## src/hdl/dchwg_pkg.sv

```systemverilog
package dchwg_pkg;

  // Event kinds carried on the input tuser
  localparam logic [2:0] KIND_START    = 3'd0;
  localparam logic [2:0] KIND_STOP     = 3'd1;
  localparam logic [2:0] KIND_MARK0    = 3'd2;
  localparam logic [2:0] KIND_MARK1    = 3'd3;
  localparam logic [2:0] KIND_SNAPSHOT = 3'd4;

  // Latched stale peer
  localparam logic [1:0] STALE_NONE  = 2'd0;
  localparam logic [1:0] STALE_CORE0 = 2'd1;
  localparam logic [1:0] STALE_CORE1 = 2'd2;

  // Reported events
  localparam logic [1:0] EV_NONE        = 2'd0;
  localparam logic [1:0] EV_RECOVERED   = 2'd1;
  localparam logic [1:0] EV_CORE0_STALE = 2'd2;
  localparam logic [1:0] EV_CORE1_STALE = 2'd3;

  // Register indexes (byte address = 4 * index)
  localparam logic [1:0] REG_GRACE      = 2'd0;
  localparam logic [1:0] REG_C0_START   = 2'd1;
  localparam logic [1:0] REG_C1_START   = 2'd2;

  localparam int unsigned PADDR_W    = 4;
  localparam logic [30:0] GRACE_RESET = 31'd750000;

  localparam int unsigned IN_TDATA_W  = 96;
  localparam int unsigned OUT_TDATA_W = 168;

  typedef struct packed {
    logic [30:0] grace_window_us;
    logic [31:0] core0_start_marker;
    logic [31:0] core1_start_marker;
  } cfg_t;

  typedef struct packed {
    logic [2:0]  kind;
    logic [31:0] now_time_us;
    logic [31:0] new_session_id;
    logic [31:0] progress_marker;
  } item_t;

  typedef struct packed {
    logic        feed;
    logic        arm;
    logic        disarm;
    logic [1:0]  stale_code;
    logic [1:0]  event_code;
    logic        is_active;
    logic [31:0] current_session;
    logic [31:0] core0_marker_out;
    logic [31:0] core1_marker_out;
    logic [30:0] core0_age_us;
    logic [30:0] core1_age_us;
  } res_t;

  // Wrap-safe age: signed difference, zero when not positive
  function automatic logic [30:0] age_of(logic [31:0] now, logic [31:0] then);
    logic [31:0] diff;
    diff = now - then;
    return diff[31] ? 31'd0 : diff[30:0];
  endfunction

endpackage

```

## src/hdl/dual_core_heartbeat_watchdog_gate.sv

```systemverilog
// Dual-core heartbeat watchdog gate. Each input transaction is one event
// (session start, stop, a progress mark from core 0 or core 1, or a
// snapshot) and yields exactly one output transaction with the feed/arm/
// disarm flags, the stale-peer latch, any stale/recovery event, and the
// session id, markers and ages after the event. Events pass through an
// input register, compare/subtract logic against the session state, and
// an output register; one event per cycle is sustained as long as the
// output side keeps tready high. The output register stalls the input only
// when it is full and not taken. Registers (APB, byte address 4*i): 0x0
// grace window in us (31 bits, reset 750000), 0x4 core 0 start marker,
// 0x8 core 1 start marker.
// Write registers only while no event is in flight.
module dual_core_heartbeat_watchdog_gate (
  input  logic                              clk_i,
  input  logic                              rst_ni,
  // APB configuration port
  input  logic                              psel,
  input  logic                              penable,
  input  logic                              pwrite,
  input  logic [dchwg_pkg::PADDR_W-1:0]     paddr,
  input  logic [31:0]                       pwdata,
  output logic [31:0]                       prdata,
  output logic                              pready,
  // Event input
  input  logic                              s_tvalid,
  output logic                              s_tready,
  // now_time_us[31:0], new_session_id[63:32], progress_marker[95:64]
  input  logic [dchwg_pkg::IN_TDATA_W-1:0]  s_tdata,
  // kind[2:0]
  input  logic [2:0]                        s_tuser,
  // Result output
  output logic                              m_tvalid,
  input  logic                              m_tready,
  // feed[0], arm[1], disarm[2], stale_code[4:3], event_code[6:5],
  // is_active[7], current_session[39:8], core0_marker_out[71:40],
  // core1_marker_out[103:72], core0_age_us[134:104],
  // core1_age_us[165:135], zero[167:166]
  output logic [dchwg_pkg::OUT_TDATA_W-1:0] m_tdata
);
  import dchwg_pkg::*;

  cfg_t  cfg;
  item_t in_item_q;
  logic  in_valid_q;
  res_t  res;
  res_t  out_res_q;
  logic  out_valid_q;
  logic  advance;

  dchwg_cfg u_cfg (
    .clk_i   (clk_i),
    .rst_ni  (rst_ni),
    .psel    (psel),
    .penable (penable),
    .pwrite  (pwrite),
    .paddr   (paddr),
    .pwdata  (pwdata),
    .prdata  (prdata),
    .pready  (pready),
    .cfg_o   (cfg)
  );

  // Move the input register into the result register
  assign advance  = in_valid_q & (~out_valid_q | m_tready);
  assign s_tready = ~in_valid_q | advance;

  dchwg_core u_core (
    .clk_i  (clk_i),
    .rst_ni (rst_ni),
    .cfg_i  (cfg),
    .item_i (in_item_q),
    .step_i (advance),
    .res_o  (res)
  );

  // Input register
  always_ff @(posedge clk_i or negedge rst_ni) begin
    if (!rst_ni) begin
      in_valid_q <= 1'b0;
    end else if (s_tready) begin
      in_valid_q <= s_tvalid;
    end
  end

  always_ff @(posedge clk_i) begin
    if (s_tready && s_tvalid) begin
      in_item_q.kind            <= s_tuser;
      in_item_q.now_time_us     <= s_tdata[31:0];
      in_item_q.new_session_id  <= s_tdata[63:32];
      in_item_q.progress_marker <= s_tdata[95:64];
    end
  end

  // Result register
  always_ff @(posedge clk_i or negedge rst_ni) begin
    if (!rst_ni) begin
      out_valid_q <= 1'b0;
    end else if (advance) begin
      out_valid_q <= 1'b1;
    end else if (m_tready) begin
      out_valid_q <= 1'b0;
    end
  end

  always_ff @(posedge clk_i) begin
    if (advance) begin
      out_res_q <= res;
    end
  end

  assign m_tvalid = out_valid_q;
  assign m_tdata  = {2'b00,
                     out_res_q.core1_age_us,
                     out_res_q.core0_age_us,
                     out_res_q.core1_marker_out,
                     out_res_q.core0_marker_out,
                     out_res_q.current_session,
                     out_res_q.is_active,
                     out_res_q.event_code,
                     out_res_q.stale_code,
                     out_res_q.disarm,
                     out_res_q.arm,
                     out_res_q.feed};

  // A session start always feeds, activates and clears the stale latch
  a_arm_feeds: assert property (@(posedge clk_i) disable iff (!rst_ni)
    m_tvalid && out_res_q.arm |->
      out_res_q.feed && out_res_q.is_active && out_res_q.stale_code == STALE_NONE)
    else $error("arm without feed/active/clear latch");

  // Reported event agrees with the latch after the event
  a_event_latch: assert property (@(posedge clk_i) disable iff (!rst_ni)
    m_tvalid && out_res_q.event_code != EV_NONE |->
      (out_res_q.event_code == EV_RECOVERED && out_res_q.feed &&
       out_res_q.stale_code == STALE_NONE) ||
      (out_res_q.event_code == EV_CORE0_STALE && !out_res_q.feed &&
       out_res_q.stale_code == STALE_CORE0) ||
      (out_res_q.event_code == EV_CORE1_STALE && !out_res_q.feed &&
       out_res_q.stale_code == STALE_CORE1))
    else $error("event code does not match stale latch");

  // Disarm leaves the session inactive
  a_disarm_inactive: assert property (@(posedge clk_i) disable iff (!rst_ni)
    m_tvalid && out_res_q.disarm |-> !out_res_q.is_active && !out_res_q.feed)
    else $error("disarm with active session");

  // Input stalls only behind a full, untaken result register
  a_stall_cause: assert property (@(posedge clk_i) disable iff (!rst_ni)
    !s_tready |-> m_tvalid && !m_tready && in_valid_q)
    else $error("input stalled without output back-pressure");

endmodule

```

## src/hdl/dchwg_cfg.sv

```systemverilog
module dchwg_cfg (
  input  logic                          clk_i,
  input  logic                          rst_ni,
  input  logic                          psel,
  input  logic                          penable,
  input  logic                          pwrite,
  input  logic [dchwg_pkg::PADDR_W-1:0] paddr,
  input  logic [31:0]                   pwdata,
  output logic [31:0]                   prdata,
  output logic                          pready,
  output dchwg_pkg::cfg_t               cfg_o
);
  import dchwg_pkg::*;

  cfg_t        cfg_q, cfg_d;
  logic        wr_en;
  logic [1:0]  reg_idx;

  assign pready  = 1'b1;
  assign wr_en   = psel & penable & pwrite & pready;
  assign reg_idx = paddr[3:2];

  // Register write decode
  always_comb begin
    cfg_d = cfg_q;
    if (wr_en) begin
      unique case (reg_idx)
        REG_GRACE:    cfg_d.grace_window_us    = pwdata[30:0];
        REG_C0_START: cfg_d.core0_start_marker = pwdata;
        REG_C1_START: cfg_d.core1_start_marker = pwdata;
        default: ;
      endcase
    end
  end

  always_ff @(posedge clk_i or negedge rst_ni) begin
    if (!rst_ni) begin
      cfg_q.grace_window_us    <= GRACE_RESET;
      cfg_q.core0_start_marker <= '0;
      cfg_q.core1_start_marker <= '0;
    end else begin
      cfg_q <= cfg_d;
    end
  end

  // Read mux
  always_comb begin
    unique case (reg_idx)
      REG_GRACE:    prdata = {1'b0, cfg_q.grace_window_us};
      REG_C0_START: prdata = cfg_q.core0_start_marker;
      REG_C1_START: prdata = cfg_q.core1_start_marker;
      default:      prdata = '0;
    endcase
  end

  assign cfg_o = cfg_q;

endmodule

```

## src/hdl/dchwg_core.sv

```systemverilog
module dchwg_core (
  input  logic             clk_i,
  input  logic             rst_ni,
  input  dchwg_pkg::cfg_t  cfg_i,
  input  dchwg_pkg::item_t item_i,
  input  logic             step_i,
  output dchwg_pkg::res_t  res_o
);
  import dchwg_pkg::*;

  logic        active_q, active_d;
  logic [31:0] session_q, session_d;
  logic [31:0] c0_time_q, c0_time_d;
  logic [31:0] c1_time_q, c1_time_d;
  logic [31:0] c0_mark_q, c0_mark_d;
  logic [31:0] c1_mark_q, c1_mark_d;
  logic [1:0]  stale_q, stale_d;
  logic        feed, arm, disarm;
  logic [1:0]  ev;
  logic [30:0] peer_age0, peer_age1;

  assign peer_age0 = age_of(item_i.now_time_us, c0_time_q);
  assign peer_age1 = age_of(item_i.now_time_us, c1_time_q);

  // Event decode and state update
  always_comb begin
    active_d  = active_q;
    session_d = session_q;
    c0_time_d = c0_time_q;
    c1_time_d = c1_time_q;
    c0_mark_d = c0_mark_q;
    c1_mark_d = c1_mark_q;
    stale_d   = stale_q;
    feed      = 1'b0;
    arm       = 1'b0;
    disarm    = 1'b0;
    ev        = EV_NONE;
    unique case (item_i.kind)
      KIND_START: begin
        active_d  = 1'b1;
        session_d = item_i.new_session_id;
        c0_time_d = item_i.now_time_us;
        c1_time_d = item_i.now_time_us;
        c0_mark_d = cfg_i.core0_start_marker;
        c1_mark_d = cfg_i.core1_start_marker;
        stale_d   = STALE_NONE;
        arm       = 1'b1;
        feed      = 1'b1;
      end
      KIND_STOP: begin
        if (active_q) begin
          active_d = 1'b0;
          disarm   = 1'b1;
        end
      end
      KIND_MARK0: begin
        if (active_q) begin
          c0_time_d = item_i.now_time_us;
          c0_mark_d = item_i.progress_marker;
          if (peer_age1 <= cfg_i.grace_window_us) begin
            feed = 1'b1;
            if (stale_q != STALE_NONE) begin
              stale_d = STALE_NONE;
              ev      = EV_RECOVERED;
            end
          end else if (stale_q != STALE_CORE1) begin
            stale_d = STALE_CORE1;
            ev      = EV_CORE1_STALE;
          end
        end
      end
      KIND_MARK1: begin
        if (active_q) begin
          c1_time_d = item_i.now_time_us;
          c1_mark_d = item_i.progress_marker;
          if (peer_age0 <= cfg_i.grace_window_us) begin
            feed = 1'b1;
            if (stale_q != STALE_NONE) begin
              stale_d = STALE_NONE;
              ev      = EV_RECOVERED;
            end
          end else if (stale_q != STALE_CORE0) begin
            stale_d = STALE_CORE0;
            ev      = EV_CORE0_STALE;
          end
        end
      end
      default: ; // snapshot and unused codes change nothing
    endcase
  end

  // Result reports the state after the event
  always_comb begin
    res_o.feed             = feed;
    res_o.arm              = arm;
    res_o.disarm           = disarm;
    res_o.stale_code       = stale_d;
    res_o.event_code       = ev;
    res_o.is_active        = active_d;
    res_o.current_session  = session_d;
    res_o.core0_marker_out = c0_mark_d;
    res_o.core1_marker_out = c1_mark_d;
    res_o.core0_age_us     = age_of(item_i.now_time_us, c0_time_d);
    res_o.core1_age_us     = age_of(item_i.now_time_us, c1_time_d);
  end

  always_ff @(posedge clk_i or negedge rst_ni) begin
    if (!rst_ni) begin
      active_q  <= 1'b0;
      session_q <= '0;
      c0_time_q <= '0;
      c1_time_q <= '0;
      c0_mark_q <= '0;
      c1_mark_q <= '0;
      stale_q   <= STALE_NONE;
    end else if (step_i) begin
      active_q  <= active_d;
      session_q <= session_d;
      c0_time_q <= c0_time_d;
      c1_time_q <= c1_time_d;
      c0_mark_q <= c0_mark_d;
      c1_mark_q <= c1_mark_d;
      stale_q   <= stale_d;
    end
  end

endmodule

```

## config.mk

```make
export PLATFORM = sky130hd
export DESIGN_NAME = dual_core_heartbeat_watchdog_gate
export DESIGN_NICKNAME = d
export VERILOG_FILES = /design/src/hdl/dchwg_pkg.sv /design/src/hdl/dual_core_heartbeat_watchdog_gate.sv /design/src/hdl/dchwg_cfg.sv /design/src/hdl/dchwg_core.sv
export SDC_FILE = /design/constraint.sdc
export NUM_CORES = 1
export LEC_CHECK = 0
export ABC_AREA = 1
export BUFFER_PORTS_ARGS = -buffer_cell sky130_fd_sc_hd__buf_2
export CORE_MARGIN = 8
export CORE_UTILIZATION = 38
export DETAILED_ROUTE_END_ITERATION = 6
export SETUP_SLACK_MARGIN = 0.02
export SLEW_MARGIN = 10
export SYNTH_ARGS = -nofsm -noshare
export SYNTH_HDL_FRONTEND = slang
export SYNTH_SLANG_ARGS = --single-unit
```

## constraint.sdc

```tcl
create_clock -name clk_i -period 7.44 [get_ports clk_i]
set_input_delay 0.372 -clock clk_i [delete_from_list [all_inputs] [get_ports clk_i]]
set_output_delay 0.372 -clock clk_i [all_outputs]
set_load 0.01 [all_outputs]
```

==> summary.txt, run 1 <==
CTS buffer count - 60
Max Cap Viol - 0
Worst setup EP type - register
Avg WL per Cell - 20.6 um
Hold Path End - u_cfg.cfg_o[18]$_DFFE_PN0P_
Pwr Density - 413 nW/um^2
Synth top area share - 0.255
Skew final - 0.0470 ns
Post-layout util - 0.453
Hold depth - 3
GRT Util Overall - 0.234
Final Max Slew Viols - 0
I/O pins - 345
DRT Pass-1 Iters - 6
# DRC - 0
Antenna violations before repair - 2
Post-DP HPWL - 83.0 mm
Max Clk Rate - 0.171 GHz
Hold Fails Final Rpt - 0
Met2 wire len - 50.7 mm
# clock sinks - 525
Most common cell after layout, fill and taps aside - nand2_1
Worst slack at placement - 1.74 ns
CP cell instances - buf_4 -> nor2_4 -> inv_2 -> nor2_1 -> nand2_1 -> nand2_1 -> inv_2 -> o221ai_1 -> inv_1 -> ha_1 -> nand2_1 -> nor2_1 -> nand2_1 -> nand3_1 -> nand2_1 -> nand2_1 -> nand3_1 -> nand2_1 -> nand2_1 -> nand2_2 -> nor2_1
WL met3 - 7.72 mm
Reg2Reg Setup Slack - 1.59 ns
Reg-to-Reg Start - in_item_q[96]$_DFFE_PP_
Port Buf Inserts - 339
Ranking of synthesized cells by area - edfxtp_1 (26%), dfrtp_1 (20%), nand2_1 (12%), ha_1 (7.5%), o21ai_0 (6.7%)
Setup Total Neg Slack - 0 ns
Area growth from synthesis to final layout - 18.7%
CTS tree - done
Worst-skew pair later-pin latency - 0.66 ns
Max-slew headroom - 0.214
CP peak stage delay - 0.68 ns
Core ar. - 81700 um^2
Min Tclk post-route - 5.85 ns
Chip width - 303 um
WP data required - 7.79 ns
Buf+Inv Stages, Crit Path - 4
WS Path Type - register to register
Deepest clock path buffer count - 3
Initial core utilization - 0.382
Via/cell ratio - 5.24
Worst hold path class - primary input to register
Inst Count DP - 5138
Htree depth - 2
Yosys warns - 0
Root buffer cell - clkbuf_16
Mapped Area - 31200 um^2
DRT antenna net count - 0
Vias in the first global route - 27671
Most common flop cell mapped by yosys - edfxtp_1
Crit path launch type - register
Async set or reset register ratio after synthesis - 0.495
Critical path data arrival time - 6.20 ns
Row Count - 105
Top routing layer in use - met4
Outcome - finished, final reports clean
Seq/Total Area, Yosys - 0.464
Met1 Wirelength - 47.7 mm
Area leader, netlist - edfxtp_1
Dpl cell area - 33900 um^2
Synth Register Bits - 525
HP Start - pwdata[18]
Placer congestion estimate - 0.993
Setup violators final - 0
Worst Max-Slew Pin Slew - 1.17 ns
Layout cells sized above 1 - 0.121
VDD IR-drop max - 192 uV
Clock-pin slew on the worst setup and hold paths - 0.06 ns
DR iter-0 viols - 2352
Final WL - 110 mm
Reg2reg path depth - 21
Mapped Avg Cell Area - 8.13 um^2
Period utilization - 0.786
Slowest-stage cell, CP - nor2_4
Crit path max fanout - 25
Final Power - 15.3 mW
Non-filler cells, final - 5363
Total gr overflow - 0
Synthesized instance count - 3836
Setup ws final - 1.59 ns
Full die area - 91500 um^2
Final #Nets - 4572
Fillers - 8222
DR vias - 28102
Cell mode on critical path - nand2_1
Post-synth EDFFs - 265
Die height - 303 um
Most frequent cells in the layout - nand2_1 (1007), inv_1 (491), o21ai_0 (419)
Largest net degree at the start of global routing - 161
First-pass GRT wire length - 165 mm
Pleak - 16.8 nW
Fin area - 37000 um^2
Critical R2R Capture - m_tdata[104]$_SDFFCE_PP0P_
CTS resizes - 0
Distinct cells, synth - 47
Unrepaired setup endpoints after global routing - no
Hold WS - 0.0286 ns
Crit-path leading delay family - simple AND/OR/NAND/NOR gates
[where the power goes]
group	internal (mW)	switching (mW)
Combinational	2.63	5.08
Sequential	4.09	0.434
Clock	1.76	1.31
Total	8.48	6.82
[metal layers]
metal  global-route usage  vias to the layer above
li1                     -                    13639
met4               0.0876                        0
met2                0.383                      940
met1                0.307                    13321
met3               0.0442                      202
met5                    0                        -
[repair_timing]
| action | 4_1_cts | 5_1_grt |
|---|---|---|
| hold buffers | 110 | 0 |
| setup buffers | 0 | 0 |
| hold endpoints to repair | 210 | 0 |
[sequential cells by signal, summed over array words and instances (netlist names)]
name,cells
in_item_q,99
in_valid_q,1
u_core.c0_time_q,32
u_cfg.cfg_o,95
u_core.c1_mark_q,32
m_tdata,166
u_core.stale_q,2
u_core.session_q,32
u_core.active_q,1
u_core.c1_time_q,32
u_core.c0_mark_q,32
m_tvalid,1
[worst register-to-register path, delay by kind of cell (launching register included)]
family / cells / cell delay [ns]
AO/OA/AOI/OAI: 1 / 0.47
adder cells (fa/ha/maj): 1 / 0.37
flip-flops: 1 / 0.36
buffers and inverters: 4 / 0.99
AND/OR/NAND/NOR: 15 / 3.38
[kinds of logic (layout without fill, tap and decap cells)]
| kind of cell | count (synthesis) | after routing | share of synthesized area |
|---|---|---|---|
| simple gates | 1553 | 1553 | 0.201 |
| fa+ha+maj | 190 | 190 | 0.0771 |
| xor+xnor | 80 | 80 | 0.0225 |
| other cells | 2 | 4 | 0.000241 |
| buf+inv | 631 | 1086 | 0.0784 |
| compound gates | 855 | 855 | 0.156 |
| flops | 525 | 525 | 0.464 |
[how the worst max path moves through the flow]
| stage | from | slack (ns) | endpoint | cells past startpoint |
|---|---|---|---|---|
| 6_report | in_item_q[96]$_DFFE_PP_ | 1.59 | m_tdata[104]$_SDFFCE_PP0P_ | 21 |
| 5_1_grt | in_item_q[96]$_DFFE_PP_ | 1.13 | m_tdata[104]$_SDFFCE_PP0P_ | 21 |
| 4_1_cts | in_item_q[96]$_DFFE_PP_ | 1.68 | m_tdata[104]$_SDFFCE_PP0P_ | 21 |
| 3_5_place_dp | in_item_q[96]$_DFFE_PP_ | 1.74 | m_tdata[104]$_SDFFCE_PP0P_ | 21 |
| 3_3_place_gp | in_item_q[96]$_DFFE_PP_ | 1.85 | m_tdata[125]$_SDFFCE_PP0P_ | 21 |
| 2_1_floorplan | m_tvalid$_DFFE_PN0P_ | 1.13 | u_core.c1_mark_q[27]$_DFFE_PN0P_ | 6 |
[layout make-up]
cell class              count  area [um^2]  share of cell area
well taps                1070         1340              0.0361
multi-input cells        2681        14300               0.386
diodes                      1         2.50           0.0000676
clock inverters            44          482              0.0130
clock buffers              70         1560              0.0421
flip-flops and latches    525        14500               0.391
repair buffers            470         2980              0.0804
inverters                 502         1900              0.0512
[synth_stat cells (3+ instances only)]
| cell type | n |
|---|---|
| clkinv_1 | 3 |
| buf_1 | 17 |
| o221ai_1 | 54 |
| o21a_1 | 12 |
| nor4_1 | 8 |
| o21bai_1 | 30 |
| a31o_2 | 12 |
| nand3b_1 | 10 |
| nand2_4 | 3 |
| xor2_1 | 38 |
| o22ai_1 | 24 |
| xnor2_1 | 42 |
| fa_1 | 4 |
| ha_1 | 186 |
| o21ai_0 | 419 |
| o21ai_1 | 3 |
| inv_2 | 6 |
| nand3_1 | 116 |
| nor2_2 | 7 |
| nor2_1 | 306 |
| and3_1 | 8 |
| nor3_1 | 32 |
| buf_4 | 3 |
| a31oi_1 | 13 |
| dfstp_2 | 10 |
| or2_2 | 4 |
| o211ai_1 | 36 |
| buf_6 | 5 |
| buf_2 | 23 |
| nand4_1 | 41 |
| edfxtp_1 | 265 |
| dfrtp_1 | 250 |
| nand2_1 | 1011 |
| clkbuf_1 | 81 |
| a21o_1 | 21 |
| a21boi_0 | 8 |
| a21oi_1 | 214 |
| o32ai_1 | 6 |
| inv_1 | 493 |
Note: power is estimated with default switching activity, not from simulation.
==> run 2: changes to the inputs <==
==> constraint.sdc (replaced) <==
create_clock -name clk_i -period 5.7 [get_ports clk_i]
set_input_delay 0.285 -clock clk_i [delete_from_list [all_inputs] [get_ports clk_i]]
set_output_delay 0.285 -clock clk_i [all_outputs]
set_load 0.01 [all_outputs]
==> summary.txt, run 2 (synthesized netlist as in run 1, its figures left out) <==
Outcome - finished, final reports clean
Period utilization - 0.883
DR iter-0 viols - 2392
Top routing layer in use - met4
Setup violators final - 0
First-pass GRT wire length - 169 mm
Die height - 303 um
Unrepaired setup endpoints after global routing - no
I/O pins - 345
Crit path max fanout - 35
Reg2reg path depth - 16
Slowest-stage cell, CP - fa_1
Buf+Inv Stages, Crit Path - 3
Non-filler cells, final - 5412
CTS tree - done
Max-slew headroom - 0.198
Final #Nets - 4622
DRT Pass-1 Iters - 7
CTS buffer count - 59
Skew final - 0.0375 ns
Largest register FFs - 166
Antenna violations before repair - 1
Hold Buf Count CTS - 133
Post-DP HPWL - 86.3 mm
Crit-path leading delay family - compound AO/OA/AOI/OAI gates
Core ar. - 81700 um^2
Max Cap Viol - 0
Deepest clock path buffer count - 3
Worst-skew pair later-pin latency - 0.66 ns
Fin area - 37600 um^2
Crit path launch type - register
Setup Total Neg Slack - 0 ns
# DRC - 0
WP data required - 6.09 ns
Worst setup EP type - register
Total gr overflow - 0
Pwr Density - 538 nW/um^2
CP peak stage delay - 0.54 ns
DRT antenna net count - 0
CTS resizes - 0
Critical R2R Capture - m_tdata[163]$_SDFFCE_PP0P_
WS Path Type - register to register
HP Start - m_tready
VDD IR-drop max - 288 uV
Hold Fails Final Rpt - 0
Htree depth - 2
Full die area - 91500 um^2
Root buffer cell - clkbuf_16
Setup bufs post-CTS - 0
Critical path data arrival time - 5.43 ns
Worst setup path startpoint - in_item_q[98]$_DFFE_PP_
Met2 wire len - 51.5 mm
Cell mode on critical path - nand2_1
# clock sinks - 525
Reg-to-Reg Start - in_item_q[98]$_DFFE_PP_
Hold Path End - m_tvalid$_DFFE_PN0P_
Chip width - 303 um
Placer congestion estimate - 0.987
Most frequent cells in the layout - nand2_1 (1007), inv_1 (491), o21ai_0 (419)
Worst hold path class - primary input to register
Final Max Slew Viols - 0
Final WL - 114 mm
Inst Count DP - 5166
Initial core utilization - 0.382
Largest net degree at the start of global routing - 172
Vias in the first global route - 27396
Port Buf Inserts - 339
Via/cell ratio - 5.24
Avg WL per Cell - 21.0 um
Row Count - 105
Hold WS - 0.0340 ns
Min Tclk post-route - 5.03 ns
Clock-pin slew on the worst setup and hold paths - 0.06 ns
Worst Max-Slew Pin Slew - 1.20 ns
Pleak - 17.1 nW
Met1 Wirelength - 50.2 mm
WL met3 - 8.06 mm
Most common cell after layout, fill and taps aside - nand2_1
DR vias - 28358
Fillers - 8063
Area growth from synthesis to final layout - 20.4%
Reg2Reg Setup Slack - 0.67 ns
Max Clk Rate - 0.199 GHz
GRT Util Overall - 0.242
Hold depth - 4
CP cell instances - nor2_4 -> buf_4 -> nand2_4 -> nand2_2 -> o21ai_4 -> inv_2 -> o221ai_1 -> fa_1 -> o21ai_0 -> a21oi_1 -> o21ai_0 -> nand2_1 -> nand3_1 -> nand2_1 -> nand2_1 -> inv_1
Layout cells sized above 1 - 0.124
Dpl cell area - 34100 um^2
==> run 2: power by group <==
group          switching, mW  total (mW)  internal (mW)
Clock                   1.66        4.15           2.49
Combinational           6.64        10.1           3.46
Sequential             0.594        5.94           5.35
==> run 2: final cells by class <==
cell class,count,area [um^2],area share
flip-flops and latches,525,14500,0.385
multi-input cells,2681,14300,0.381
repair buffers,521,3430,0.0913
inverters,502,1900,0.0505
clock buffers,79,1610,0.0429
well taps,1070,1340,0.0356
clock inverters,33,500,0.0133
diodes,1,2.50,0.0000666
==> run 2: through the flow <==
step | setup slack (ns) | util | power, mW
after floorplan | 1.98 | - | 12.7
after global placement | 0.846 | 0.418 | 15.8
after detailed placement | 0.800 | 0.418 | 15.9
after CTS | 0.770 | 0.460 | 20.2
after global routing | 0.371 | 0.460 | 21.8
final | 0.666 | 0.460 | 20.2
==> run 2: worst max path at each step <==
stage | endpoint | slack (ns) | cells past startpoint
after floorplan | m_tdata[0]$_DFFE_PP_ | 1.98 | 5
after global placement | m_tdata[163]$_SDFFCE_PP0P_ | 0.85 | 16
after detailed placement | m_tdata[163]$_SDFFCE_PP0P_ | 0.80 | 16
after CTS | m_tdata[163]$_SDFFCE_PP0P_ | 0.77 | 16
after global routing | m_tdata[163]$_SDFFCE_PP0P_ | 0.37 | 16
final | m_tdata[163]$_SDFFCE_PP0P_ | 0.67 | 16
==> run 2: layer usage <==
metal | global-route usage | vias to the layer above
met5 | 0 | -
met4 | 0.0838 | 0
met3 | 0.0357 | 180
met2 | 0.390 | 1032
met1 | 0.332 | 13420
li1 | - | 13726
==> run 2: tightest hold or removal path, stage by stage <==
cell	delay, ns
buf_2	0.13
inv_1	0.06
nand2_1	0.11
nand2_1	0.06
